[config.mk]
export PLATFORM = sky130hd
export DESIGN_NAME = small_table_bubble_sorter
export DESIGN_NICKNAME = d
export VERILOG_FILES = /design/src/design/sbs_pkg.sv /design/src/design/sbs_ram.sv /design/src/design/small_table_bubble_sorter.sv
export SDC_FILE = /design/constraint.sdc
export NUM_CORES = 1
export LEC_CHECK = 0
export BUFFER_PORTS_ARGS = -buffer_cell sky130_fd_sc_hd__buf_2
export CAP_MARGIN = 10
export CORE_MARGIN = 1
export CORE_UTILIZATION = 40
export DETAILED_ROUTE_END_ITERATION = 10
export SLEW_MARGIN = 40
export SYNTH_ARGS = -nofsm -noshare
export SYNTH_HDL_FRONTEND = slang
export SYNTH_HIERARCHICAL = 1
export SYNTH_SLANG_ARGS = --single-unit
[constraint.sdc]
create_clock -name clock -period 3 [get_ports clock]
set_input_delay 0.3 -clock clock [delete_from_list [all_inputs] [get_ports clock]]
set_output_delay 0.3 -clock clock [all_outputs]
set_load 0.005 [all_outputs]
[src/design/sbs_pkg.sv]
// ----------------------------------------------------------------------------
// sbs_pkg
// Shared types and constants of the small table bubble sorter.
// ----------------------------------------------------------------------------
package sbs_pkg;

   // Default number of table entries
   localparam int TABLE_DEPTH_DEFAULT = 16;

   // Width of one tooth count
   localparam int VALUE_WIDTH = 8;

   // Input transaction
   typedef struct packed {
      logic [VALUE_WIDTH-1:0] tooth_count;
      logic                   end_of_set;
   } req_type;

   // Result transaction
   typedef struct packed {
      logic [VALUE_WIDTH-1:0] sorted_value;
      logic                   final_value;
      logic                   overflowed;
   } rsp_type;

   // Sequencer states
   typedef enum logic [2:0] {
      ST_LOAD,
      ST_PASS_RD0,
      ST_PASS_FIRST,
      ST_PASS_CMP,
      ST_PASS_END,
      ST_EMIT
   } state_type;

endpackage

[src/design/sbs_ram.sv]
// ----------------------------------------------------------------------------
// sbs_ram
// Generic single-clock RAM: one write port, one read port, registered read.
// ----------------------------------------------------------------------------
module sbs_ram #(
   parameter int WIDTH = 8,
   parameter int DEPTH = 16
) (
   input  logic                     clock,
   input  logic                     wr_en,
   input  logic [$clog2(DEPTH)-1:0] wr_addr,
   input  logic [WIDTH-1:0]         wr_data,
   input  logic                     rd_en,
   input  logic [$clog2(DEPTH)-1:0] rd_addr,
   output logic [WIDTH-1:0]         rd_data
);

   logic [WIDTH-1:0] mem_ff [DEPTH];
   logic [WIDTH-1:0] rd_data_ff;

   // Write the addressed entry
   always_ff @(posedge clock) begin
      if (wr_en) begin
         mem_ff[wr_addr] <= wr_data;
      end
   end

   // Register the read data, hold it between reads
   always_ff @(posedge clock) begin
      if (rd_en) begin
         rd_data_ff <= mem_ff[rd_addr];
      end
   end

   assign rd_data = rd_data_ff;

endmodule

[src/design/small_table_bubble_sorter.sv]
// ----------------------------------------------------------------------------
// small_table_bubble_sorter
// Collects a set of tooth counts, bubble-sorts it in a RAM and streams it out.
// ----------------------------------------------------------------------------
// Usage:
//  - req channel (valid/stall): one tooth count per transaction; end_of_set
//    marks the last value of a set. Accepted values go straight to the
//    table; values beyond TABLE_DEPTH are dropped, results carry overflowed.
//  - After the end-of-set transaction req_stall stays high while the table
//    is sorted and emitted. Each bubble pass reads the first entry, compares
//    the carried value with each following entry, writes back one and carries
//    the other, then parks the carry at the top of the span; passes stop
//    early once no swap occurs. The single read port reads one entry per cycle.
//  - rsp channel (valid/stall): one result per stored value, in sorted order,
//    final_value on the last; the next entry is read once the output register
//    frees, and a stall on rsp holds it and the emission sequencer.
//  - The req channel reopens in the cycle the final result appears in the output
//    register, so a new set can load while that result still waits.
//  - csr channel: one bit, descending; write it only while the block is idle.
//  - Reset clears sequencer, count, direction and ovf/pend/swap/valid flags;
//    the table contents are not cleared and need no clearing pass.
// ----------------------------------------------------------------------------
module small_table_bubble_sorter #(
   parameter int TABLE_DEPTH = sbs_pkg::TABLE_DEPTH_DEFAULT
) (
   input  logic            clock,
   input  logic            reset,
   input  logic            req_valid,
   output logic            req_stall,
   input  sbs_pkg::req_type req_data,
   output logic            rsp_valid,
   input  logic            rsp_stall,
   output sbs_pkg::rsp_type rsp_data,
   input  logic            csr_valid,
   output logic            csr_ready,
   input  logic            csr_data
);

   localparam int ADDR_W  = $clog2(TABLE_DEPTH);
   localparam int COUNT_W = $clog2(TABLE_DEPTH + 1);
   localparam int VAL_W   = sbs_pkg::VALUE_WIDTH;
   localparam logic [COUNT_W-1:0] FULL_COUNT = COUNT_W'(TABLE_DEPTH);

   sbs_pkg::state_type state_ff, state_in;
   logic [COUNT_W-1:0] count_ff, count_in;
   logic               ovf_ff, ovf_in;
   logic               desc_ff;
   logic [ADDR_W-1:0]  span_ff, span_in;
   logic [ADDR_W-1:0]  idx_ff, idx_in;
   logic [VAL_W-1:0]   carry_ff, carry_in;
   logic               swapped_ff, swapped_in;
   logic               pend_ff, pend_in;
   logic               pend_final_ff, pend_final_in;
   logic               rsp_valid_ff, rsp_valid_in;
   sbs_pkg::rsp_type   rsp_data_ff, rsp_data_in;

   logic               wr_en;
   logic [ADDR_W-1:0]  wr_addr;
   logic [VAL_W-1:0]   wr_data;
   logic               rd_en;
   logic [ADDR_W-1:0]  rd_addr;
   logic [VAL_W-1:0]   rd_data;

   logic               req_acc;
   logic               out_of_order;
   logic [COUNT_W-1:0] set_size;

   // Table of stored values
   sbs_ram #(
      .WIDTH (VAL_W),
      .DEPTH (TABLE_DEPTH)
   ) u_table (
      .clock   (clock),
      .wr_en   (wr_en),
      .wr_addr (wr_addr),
      .wr_data (wr_data),
      .rd_en   (rd_en),
      .rd_addr (rd_addr),
      .rd_data (rd_data)
   );

   assign req_stall = (state_ff != sbs_pkg::ST_LOAD);
   assign req_acc   = req_valid && !req_stall;
   assign csr_ready = 1'b1;
   assign rsp_valid = rsp_valid_ff;
   assign rsp_data  = rsp_data_ff;

   // Compare the carried value with the entry just read
   assign out_of_order = desc_ff ? (carry_ff < rd_data) : (carry_ff > rd_data);

   // Size of the set once the current transaction is counted
   assign set_size = (count_ff == FULL_COUNT) ? count_ff : count_ff + COUNT_W'(1);

   // Sequence loading, bubble passes and emission
   always_comb begin
      state_in      = state_ff;
      count_in      = count_ff;
      ovf_in        = ovf_ff;
      span_in       = span_ff;
      idx_in        = idx_ff;
      carry_in      = carry_ff;
      swapped_in    = swapped_ff;
      pend_in       = pend_ff;
      pend_final_in = pend_final_ff;
      rsp_valid_in  = rsp_valid_ff;
      rsp_data_in   = rsp_data_ff;
      wr_en         = 1'b0;
      wr_addr       = idx_ff;
      wr_data       = carry_ff;
      rd_en         = 1'b0;
      rd_addr       = '0;

      // Drop the output transaction once taken
      if (rsp_valid_ff && !rsp_stall) begin
         rsp_valid_in = 1'b0;
      end

      case (state_ff)
         sbs_pkg::ST_LOAD: begin
            if (req_acc) begin
               if (count_ff != FULL_COUNT) begin
                  wr_en    = 1'b1;
                  wr_addr  = count_ff[ADDR_W-1:0];
                  wr_data  = req_data.tooth_count;
                  count_in = count_ff + COUNT_W'(1);
               end else begin
                  ovf_in = 1'b1;
               end
               if (req_data.end_of_set) begin
                  idx_in = '0;
                  if (set_size >= COUNT_W'(2)) begin
                     span_in  = ADDR_W'(set_size - COUNT_W'(1));
                     state_in = sbs_pkg::ST_PASS_RD0;
                  end else begin
                     state_in = sbs_pkg::ST_EMIT;
                  end
               end
            end
         end

         sbs_pkg::ST_PASS_RD0: begin
            // Open a pass at the first entry
            rd_en      = 1'b1;
            rd_addr    = '0;
            swapped_in = 1'b0;
            state_in   = sbs_pkg::ST_PASS_FIRST;
         end

         sbs_pkg::ST_PASS_FIRST: begin
            carry_in = rd_data;
            rd_en    = 1'b1;
            rd_addr  = ADDR_W'(1);
            idx_in   = '0;
            state_in = sbs_pkg::ST_PASS_CMP;
         end

         sbs_pkg::ST_PASS_CMP: begin
            // Write back the smaller (or larger) pair member, carry the other
            wr_en   = 1'b1;
            wr_addr = idx_ff;
            if (out_of_order) begin
               wr_data    = rd_data;
               swapped_in = 1'b1;
            end else begin
               wr_data  = carry_ff;
               carry_in = rd_data;
            end
            if ((idx_ff + ADDR_W'(1)) < span_ff) begin
               rd_en   = 1'b1;
               rd_addr = idx_ff + ADDR_W'(1) + ADDR_W'(1);
               idx_in  = idx_ff + ADDR_W'(1);
            end else begin
               state_in = sbs_pkg::ST_PASS_END;
            end
         end

         sbs_pkg::ST_PASS_END: begin
            // Park the carried value at the top of the span
            wr_en   = 1'b1;
            wr_addr = span_ff;
            wr_data = carry_ff;
            idx_in  = '0;
            if (swapped_ff && (span_ff > ADDR_W'(1))) begin
               span_in  = span_ff - ADDR_W'(1);
               state_in = sbs_pkg::ST_PASS_RD0;
            end else begin
               state_in = sbs_pkg::ST_EMIT;
            end
         end

         sbs_pkg::ST_EMIT: begin
            if (pend_ff) begin
               // Load the output register with the entry read last cycle
               rsp_valid_in             = 1'b1;
               rsp_data_in.sorted_value = rd_data;
               rsp_data_in.final_value  = pend_final_ff;
               rsp_data_in.overflowed   = ovf_ff;
               pend_in                  = 1'b0;
               if (pend_final_ff) begin
                  count_in = '0;
                  ovf_in   = 1'b0;
                  state_in = sbs_pkg::ST_LOAD;
               end
            end else if (!rsp_valid_ff || !rsp_stall) begin
               // Read the next entry while the output register frees up
               rd_en         = 1'b1;
               rd_addr       = idx_ff;
               pend_in       = 1'b1;
               pend_final_in = ((COUNT_W'(idx_ff) + COUNT_W'(1)) == count_ff);
               idx_in        = idx_ff + ADDR_W'(1);
            end
         end

         default: begin
            state_in = sbs_pkg::ST_LOAD;
         end
      endcase
   end

   // Control registers
   always_ff @(posedge clock) begin
      if (reset) begin
         state_ff     <= sbs_pkg::ST_LOAD;
         count_ff     <= '0;
         ovf_ff       <= 1'b0;
         pend_ff      <= 1'b0;
         rsp_valid_ff <= 1'b0;
         swapped_ff   <= 1'b0;
         desc_ff      <= 1'b0;
      end else begin
         state_ff     <= state_in;
         count_ff     <= count_in;
         ovf_ff       <= ovf_in;
         pend_ff      <= pend_in;
         rsp_valid_ff <= rsp_valid_in;
         swapped_ff   <= swapped_in;
         if (csr_valid && csr_ready) begin
            desc_ff <= csr_data;
         end
      end
   end

   // Datapath registers
   always_ff @(posedge clock) begin
      span_ff       <= span_in;
      idx_ff        <= idx_in;
      carry_ff      <= carry_in;
      pend_final_ff <= pend_final_in;
      rsp_data_ff   <= rsp_data_in;
   end

endmodule

### Yosys cells after proc, flatten, opt, wreduce, memory -nomap -nowiden

Memory sizes are Yosys's and may differ from the RTL's. A register that Yosys moved wholly into a read port is not among the register bits.
Index checks and enable logic that the tools add are counted.
Widths: inputs -> output; s select.

| storage, ports and cells | value |
|---|---|
| word-level logic and storage cells | 133 |
| register bits after elaboration | 40 |
| memories kept | 1 |
| output and inout port bits | 13 |
| RAM bits | 128 |

Memory list:

| memory | depth | width | rd ports | clocked after memory_dff | wr ports | RTL line | RTL |
|---|---|---|---|---|---|---|---|
| u_table.mem_ff | 16 | 8 | 1 | 1 | 1 | sbs_ram.sv:18 | `logic [WIDTH-1:0] mem_ff [DEPTH];` |

| cells by class | value |
|---|---|
| muxes and demuxes | 58 |
| add/subtract/negate cells | 6 |
| bitwise logic cells | 1 |
| reduce and logical (&&, ||, !) cells | 26 |
| magnitude comparators | 5 |
| equal/unequal tests | 22 |

Operators with widths:

| operator | count |
|---|---|
| $mux 4 | 14 |
| $mux 8 | 4 |
| $pmux 8 s2 | 2 |
| $ne 2x2->1 const B | 14 |
| $mux 5 | 5 |
| $mux 3 | 7 |
| $reduce_and 5->1 | 4 |
| $pmux 3 s6 | 1 |
| $mux 1 | 16 |
| $pmux 4 s2 | 2 |
| $pmux 4 s4 | 1 |
| $pmux 4 s3 | 1 |
| $pmux 5 s2 | 1 |
| $add 4x1->4 const B | 2 |
| $gt 8x8->1 | 1 |
| $lt 8x8->1 | 1 |
| $reduce_bool 2->1 | 4 |
| $sub 4x1->4 const B | 2 |
| $eq 3x2->1 const B | 2 |
| $eq 3x3->1 const B | 2 |
| $pmux 1 s2 | 3 |
| $reduce_and 2->1 | 3 |
| $reduce_and 6->1 | 1 |
| $reduce_or 2->1 | 3 |
| other kinds (18) | 22 |

### Depth between registers and ports, before layout

Gate-level depths: netlist of the first run.

| logic depth | value |
|---|---|
| depth in word-level cells | 7 |
| depth in mapped cells | 14 |
| depth with buffers taken out | 11 |

### By module

The synthesis of the first run kept the hierarchy.

By module, submodules not included:

| module | times used | cells an instance | area each (um^2) | sequential area each (um^2) |
|---|---|---|---|---|
| sbs_ram | 1 | 229 | 5,227.5 | 4,083.9 |
| small_table_bubble_sorter | 1 | 286 | 2,690.1 | 1,071.0 |

### Least setup slack after synthesis of the first run

OpenSTA, ideal clock, no wires.

| path | value |
|---|---|
| path type | reg2reg |
| from | register idx_ff[2] |
| to | register u_table.rd_data_ff[1], in the netlist u_table/rd_data[1] (read register of u_table.mem_ff), data pin |
| stages on the path, launching flop included | 15 |
| period minus slack after synthesis | 3,147 ps |
| slack | -147 ps |
| library setup time | 259 ps |
| buffers on the path | 3 |
| arrival time | 2,888 ps |
| cell sequence | edfxtp_1 -> clkbuf_1 -> nand3_1 -> xor2_1 -> inv_1 -> ha_1 -> a21oi_1 -> o21ai_1 -> o21ai_0 -> a22o_1 -> buf_6 -> buf_6 -> mux4_1 -> a22oi_1 -> nand2_1 |

| between the ends | value |
|---|---|
| longest elaborated chain between the ends | 4 |

Ends and longest elaborated chain:

| element | RTL line | RTL |
|---|---|---|
| from (decl) | small_table_bubble_sorter.sv:49 | `logic [ADDR_W-1:0] idx_ff, idx_in;` |
| from (signal assigned) | small_table_bubble_sorter.sv:246 | `idx_ff <= idx_in;` |
| $add 4x1->4 | small_table_bubble_sorter.sv:168 | `if ((idx_ff + ADDR_W'(1)) < span_ff) begin` |
| $lt 4x4->1 | small_table_bubble_sorter.sv:168 |  |
| $mux 4 | small_table_bubble_sorter.sv:168 |  |
| $pmux 4 s3 | small_table_bubble_sorter.sv:118 | `case (state_ff)` |
| via rd_addr[0] | small_table_bubble_sorter.sv:61 | `logic [ADDR_W-1:0] rd_addr;` |
| to (decl) | sbs_ram.sv:19 | `logic [WIDTH-1:0] rd_data_ff;` |

The timed path passes the listed nets, and every way through them passes these cells.
A chain may end at the register's enable or synchronous reset.

### Final worst setup path of the first run

| path | value |
|---|---|
| from | register idx_ff[1] |
| to | register u_table.rd_data_ff[3], in the netlist u_table/rd_data[3] (read register of u_table.mem_ff), data pin |

| between the ends | value |
|---|---|
| longest elaborated chain between the ends | 4 |

Ends and longest elaborated chain:

| element | RTL line |
|---|---|
| $add 4x1->4 | small_table_bubble_sorter.sv:168, small_table_bubble_sorter.sv:170 |
| $add 4x1->4 / $lt 4x4->1 (equally long branches) | small_table_bubble_sorter.sv:170, small_table_bubble_sorter.sv:168 |
| $mux 4 | small_table_bubble_sorter.sv:168 |
| $pmux 4 s3 (*) | small_table_bubble_sorter.sv:118 |
| via rd_addr[1] | small_table_bubble_sorter.sv:61 |

The timed path passes the listed nets; every way through them passes the cells marked *.

==> qor.yml, run 1 <==
outcome:
  status: "finished with violations"
  violations: "setup timing"
synth:
  synth_cell_types: 63
  synth_area_mm2: 0.00792
  synth_top_family_by_area: "multiplexers"
  synthFlopType: "edfxtp_1"
  seq_area_frac_synth: 0.651
  synth.avg_cell_area_um2: 15.4
  async_reset_ff_frac: 0
  synth_compound_area_frac: 0.0814
  yosys.area_share.simple: 0.0823
  yosys_warnings: 6
  synth_edf_count: 163
  synthCells: 515
  yosys.area_share.adder: 0.0300
  synthMuxAreaShare: 0.104
  synth-xor-area-share: 0.0177
  synth-seq-cells: 176
  synth_fp_nets: 549
clocking:
  insertion_delay_ns: 0.43
  hold_buffers: 0
  cts_tree: "built"
  clk_pin_slew_worst_paths_ns: 0.07
  cts_made_buffers: 17
  htree_levels: 4
  clockBufferDepth: 2
  cts_root_buffer: "clkbuf_16"
  cts_sinks: 176
floorplan:
  core_mm2: 0.0195
  rows: 51
  die_h_um: 143
  die_x_um: 143
  start_util: 0.407
  die_area_mm2: 0.0204
  ios: 28
route:
  post-route-drc-count: 0
  vias: 4708
  wire_per_inst_um: 20.0
  drtIter0Drc: 415
  ant_nets: 0
  wl_mm: 17.5
  via_per_inst: 5.39
  dr.pass1.iters: 5
cells_and_area:
  stdcell_count: 874
  drive_gt1_frac: 0.323
  nets: 631
  diodes: 0
  final_cell_area_mm2: 0.00955
  syn2layout_area_growth_pct: 20.6
  utilization: 0.491
grt:
  track_usage: 0.185
  grt_pass1_vias: 4783
  grt_max_degree: 17
  grt_remaining_overflow: 0
  grt_pass1_wl_mm: 27.8
  antenna_found_initial: 0
critical_path:
  reg2reg_depth: 13
  cpMaxStageDelayCell: "edfxtp_1"
  regToRegSetupSlack_ns: -0.03
  crit_path_max_incr_delay_ns: 0.51
  cp-start-kind: "register"
  r2r-end: "u_table/rd_data[3]"
  cp_cell_sequence: "ha_4 > xnor2_2 > inv_2 > ha_4 > nand2_2 > buf_4 > o211a_4 > a22o_4 > buf_12 > buf_4 > mux4_1 > a22oi_2 > nand2_1"
  reg2reg_from: "idx_ff[1]"
  cp_data_arrival_time_ns: 3.22
  worstPathRequired_ns: 3.18
  worstSetupEndpointType: "register"
  critPathKind: "reg -> reg"
  crit_fanout: 8
pwr:
  peakVddDrop_uv: 528
  finalPower_w: 0.00943
  p_per_area_mw_per_mm2: 988
  p_leak_nw: 3.32
place:
  dp_cells: 830
  hpwl_mm: 11.7
  dpl_cell_area_mm2: 0.00866
  gp_congestion: 0.854
  io_buffers: 26
timing:
  period_share: 1.01
  rsz0062_at_grt: "yes"
  finClkSkew_ns: 0.0128
  worst_slack_ns: -0.0343
  final-max-slew-violation-count: 0
  hold_viol: 0
  fmaxAchievable_ghz: 0.330
  slew_headroom: 0.526
  worst_pin_slew_ns: 0.711
  setup_viol: 3
  period_needed_ns: 3.03
worst_hold_path:
  worstHoldEndpoint: "desc_ff"
  min-delay-path-class: "in -> reg"
  hold_depth: 3
  worstHoldStart: "csr_data"
run:
  max_cap_violations: 0
## what timing repair did
item / in CTS / in global routing
buffers inserted: 9 / 1
setup endpoints to repair: 8 / 91
resized for setup: 35 / 18
gates cloned: 3 / 0
pin swaps: 14 / 4
## how the worst max path moves through the flow
stage                              end  slack (ns)  cells after the start       from
floorplan           u_table/rd_data[1]        0.01                     14  idx_ff[0]
detailed placement  u_table/rd_data[5]       -0.26                     12  idx_ff[0]
CTS                 u_table/rd_data[2]       -0.02                     12  idx_ff[1]
finish              u_table/rd_data[3]       -0.03                     13  idx_ff[1]
global placement    u_table/rd_data[0]       -0.19                     12  idx_ff[0]
global route        u_table/rd_data[0]       -0.11                     13  idx_ff[1]
## routing by layer
| layer | routed length, um | vias to the layer above | global-route usage |
|---|---|---|---|
| li1 | - | 2168 | - |
| met1 | 8050 | 2401 | 0.253 |
| met2 | 8610 | 120 | 0.305 |
| met3 | 605 | 19 | 0.0288 |
| met4 | 231 | 0 | 0.0549 |
| met5 | 0 | - | 0 |
## area by class of cell
cell class	instances	area (um^2)
Clock buffer	17	425
Clock inverter	14	155
Fill cell	1611	9920
Inverter	21	78.8
Multi-Input combinational cell	292	2680
Sequential cell	176	5150
Tap cell	265	332
Timing Repair Buffer	89	721
## where the power goes
group          switching (W)  leakage (nW)  total [W]  internal, W
Sequential          0.000205          1.59    0.00367      0.00347
Clock               0.000960         0.287    0.00220      0.00124
Combinational        0.00197          1.44    0.00356      0.00159
## worst max-delay path, delay by kind of cell, from the launching register on
kind                       cells  cell delay, ns
and+or+nand+nor                2            0.14
muxes                          1            0.23
buffers and inverters          4            0.49
DFF                            1            0.51
adders and majority gates      2            0.49
xor gates and xnor gates       1            0.15
AOI/OAI and AO/OA              3            0.77
## state kept, by name, indices dropped and copies added (netlist names)
signal	cells
u_table/mem_ff	128
rsp_data	10
carry_ff	8
u_table/rd_data	8
count_ff	5
idx_ff	4
span_ff	4
state_ff	3
desc_ff	1
ovf_ff	1
pend_ff	1
pend_final_ff	1
rsp_valid	1
swapped_ff	1
## cells in the mapped netlist, drive strengths merged (7+ instances only)
| cell | instances | area share |
|---|---|---|
| edfxtp | 163 | 0.62 |
| nor2 | 46 | 0.024 |
| mux4 | 32 | 0.098 |
| nand2 | 29 | 0.014 |
| inv | 21 | 0.010 |
| ha | 19 | 0.030 |
| a21oi | 18 | 0.012 |
| buf | 18 | 0.017 |
| a22oi | 17 | 0.016 |
| dfxtp | 13 | 0.033 |
| nor3 | 13 | 0.0082 |
| o21ai | 11 | 0.0074 |
| xnor2 | 10 | 0.011 |
| nand3 | 7 | 0.0044 |
## layout by cell type, fill, tap and decap left out, types with 5 or more instances in the layout
master,Yosys,routed
xnor2_1,10,9
a21oi_1,16,14
nand3_1,7,6
buf_2,10,26
ha_4,0,5
xor2_1,6,5
edfxtp_1,163,163
mux4_2,18,28
a22oi_1,17,6
nor3_1,13,13
ha_1,19,14
o22ai_1,6,6
dfxtp_1,13,13
buf_4,2,54
a22oi_2,0,11
a221o_2,0,5
o21ai_1,7,5
nor2_1,45,45
and3_1,6,6
and2_1,5,5
nand2_1,28,27
nand3b_1,5,5
inv_1,21,18
clkbuf_16,0,17
## metrics by stage
step	worst slack, ns	hold slack, ns	setup TNS [ns]
floorplan	0.0106	0.379	0
global placement	-0.195	0.444	-1.45
detailed placement	-0.258	0.454	-1.85
CTS	-0.0216	0.0994	-0.0790
global route	-0.108	0.114	-0.729
finish	-0.0343	0.111	-0.0512
## kinds of logic after synthesis
group                    Yosys count
adder cells (fa/ha/maj)           19
flip-flops                       176
AND/OR/NAND/NOR                  130
multiplexers                      37
buffers and inverters             47
other                              1
AO/OA/AOI/OAI                     89
XOR/XNOR                          16
Power figures use the tool's default switching activity.
==> run 2, diff against run 1 <==
--- a/config.mk
+++ b/config.mk
@@ -10,7 +10,7 @@
 export CORE_MARGIN = 1
 export CORE_UTILIZATION = 40
 export DETAILED_ROUTE_END_ITERATION = 10
-export SLEW_MARGIN = 40
+export PLACE_DENSITY_LB_ADDON = 0.25
 export SYNTH_ARGS = -nofsm -noshare
 export SYNTH_HDL_FRONTEND = slang
 export SYNTH_HIERARCHICAL = 1
==> run 2 against run 1 <==
Net effect: the flow still finishes with violations (setup timing); combinational power increased by 5%; clock power decreased by 4%; clock-buffer cell count unchanged; register-to-register slack got worse by 0.10 ns; utilization increased by 0.49 points; wire length increased by 6.0%; clock skew decreased by 0.0037 ns; critical path type unchanged.
==> qor.yml, run 2 (synthesized netlist as in run 1, its figures left out) <==
route:
  drtIter0Drc: 507  # +22%
  wl_mm: 18.6  # +6.0%
  post-route-drc-count: 0  # unchanged
  via_per_inst: 5.44  # +0.99%
  ant_nets: 0  # unchanged
  vias: 4820  # +2.4%
  wire_per_inst_um: 20.9  # +4.6%
  dr.pass1.iters: 5  # unchanged
pwr:
  p_per_area_mw_per_mm2: 990  # +0.21%
  peakVddDrop_uv: 315  # -40%
  p_leak_nw: 3.38  # +1.8%
critical_path:
  critPathKind: "reg -> reg"
  r2r-end: "u_table/rd_data[7]"
  critPathTopFamily: "compound AO/OA/AOI/OAI gates"
  reg2reg_depth: 13  # unchanged
  regToRegSetupSlack_ns: -0.14  # -0.10 ns
  critPathBufInv: 4  # unchanged
  cpMaxStageDelayCell: "mux4_2"
  reg2reg_from: "idx_ff[1]"
  worstPathRequired_ns: 3.18  # about the same
  cp-start-kind: "register"
  cp_data_arrival_time_ns: 3.32  # +0.10 ns
  cp_cell_sequence: "buf_6 > ha_4 > inv_2 > ha_4 > a21oi_4 > o21ai_2 > o21ai_2 > a22o_4 > buf_12 > buf_12 > mux4_2 > a22oi_2 > nand2_1"
  worstSetupEndpointType: "register"
  crit_path_max_incr_delay_ns: 0.50  # about the same
  crit_fanout: 5  # -3
timing:
  rsz0062_at_grt: "yes"
  setup_viol: 8  # +5
  finClkSkew_ns: 0.00914  # -0.00368 ns
  period_needed_ns: 3.14  # +0.105 ns
  worst_pin_slew_ns: 0.674  # -0.0366 ns
  hold_viol: 0  # unchanged
  final-max-slew-violation-count: 0  # unchanged
  worst_hold_slack_ns: 0.128  # +0.0163 ns
  fmaxAchievable_ghz: 0.319  # -3.3%
  period_share: 1.05  # +0.0349
  worst_slack_ns: -0.139  # -0.105 ns
  slew_headroom: 0.551  # +0.0244
cells_and_area:
  utilization: 0.495  # +0.00488
  syn2layout_area_growth_pct: 21.8
  diodes: 0  # unchanged
  largest_reg_flops: 128  # unchanged
  drive_gt1_frac: 0.335  # +0.0115
  nets: 642  # +1.7%
  final_common_cell: "edfxtp_1"
  regMostFlops: "u_table/mem_ff"
  layout_common_cells: "163 x edfxtp_1, 60 x buf_4, 45 x nor2_1, 31 x mux4_2, 27 x nand2_1"
clocking:
  htree_levels: 4  # unchanged
  cts_made_buffers: 17  # unchanged
  clockBufferDepth: 2  # unchanged
  cts_root_buffer: "clkbuf_16"
  insertion_delay_ns: 0.43  # about the same
  cts_tree: "built"
  clk_pin_slew_worst_paths_ns: 0.07  # about the same
  cts_sinks: 176  # unchanged
grt:
  grt_max_degree: 19  # +2
  grt_pass1_vias: 4855  # +1.5%
  grt_remaining_overflow: 0  # unchanged
  grt_pass1_wl_mm: 28.4  # +2.2%
  antenna_found_initial: 0  # unchanged
  track_usage: 0.194  # +0.00960
place:
  hpwl_mm: 12.1  # +3.0%
  io_buffers: 26  # unchanged
  gp_congestion: 0.835  # -2.2%
worst_hold_path:
  worstHoldEndpoint: "rsp_valid"
  worstHoldStart: "rsp_stall"
  min-delay-path-class: "in -> reg"
  hold_depth: 3  # unchanged
floorplan:
  ios: 28  # unchanged
  start_util: 0.407  # unchanged
  rows: 51  # unchanged
  die_h_um: 143  # unchanged
  core_mm2: 0.0195  # unchanged
  die_area_mm2: 0.0204  # unchanged
  die_x_um: 143  # unchanged
outcome:
  status: "finished with violations"
  violations: "setup timing"
run:
  max_cap_violations: 0  # unchanged
-- run 2: changes by cell type in the layout (fill, tap and decap cells not counted), sizes merged --
cell / previous run / this run
bufbuf: 0 / 1
inv: 27 / 26
buf: 89 / 99
clkinv: 5 / 9
bufinv: 2 / 0
-- run 2: repair_timing --
action,CTS,global route
gates cloned,4,0
hold buffers,0,0
gates resized for setup,53,9
pin swaps,28,12
setup buffers,14,1
endpoints found under the setup margin,8,40
-- run 2: worst min-delay path: cells and delay by family --
kind            cells  cell delay (ns)
buf+inv             1             0.09
compound gates      1             0.05
simple gates        1             0.08
-- run 2: where the power goes --
part	leakage, nW	internal (W)	switching (W)
Combinational	1.51	0.00170	0.00205
Clock	0.279	0.00110	0.00101
Sequential	1.59	0.00347	0.000218
-- run 2: worst max path at each step --
| stage | start | end | slack, ns | cells after the start |
|---|---|---|---|---|
| 2_1_floorplan | idx_ff[0] | u_table/rd_data[1] | 0.01 | 14 |
| 3_3_place_gp | idx_ff[0] | u_table/rd_data[7] | -0.24 | 12 |
| 3_5_place_dp | idx_ff[0] | u_table/rd_data[7] | -0.28 | 12 |
| 4_1_cts | idx_ff[1] | u_table/rd_data[6] | -0.02 | 13 |
| 5_1_grt | idx_ff[1] | u_table/rd_data[6] | -0.23 | 14 |
| 6_report | idx_ff[1] | u_table/rd_data[7] | -0.14 | 13 |
-- run 2: layout make-up --
class | instances | area (um^2)
well taps | 265 | 332
multi-input cells | 292 | 2650
fillers | 1619 | 9820
clock inverters | 15 | 151
flip-flops and latches | 176 | 5150
clock buffers | 17 | 425
repair buffers | 100 | 847
inverters | 21 | 78.8
-- run 2: through the flow --
step	instances	TNS (ns)	area, um^2	total power [W]	worst slack [ns]
after floorplan	515	0	7970	0.00572	0.0106
after global placement	837	-1.10	8700	0.00671	-0.245
after detailed placement	837	-1.54	8700	0.00682	-0.276
after CTS	885	-0.0421	9620	0.00950	-0.0229
after global routing	886	-1.42	9640	0.0100	-0.234
final	886	-0.534	9640	0.00954	-0.139
-- run 2: routing by layer --
layer | track usage | part of all wire | vias up
li1 | - | - | 2198
met1 | 0.258 | 0.45 | 2445
met2 | 0.317 | 0.49 | 157
met3 | 0.0406 | 0.052 | 20
met4 | 0.0668 | 0.014 | 0
met5 | 0 | 0 | -
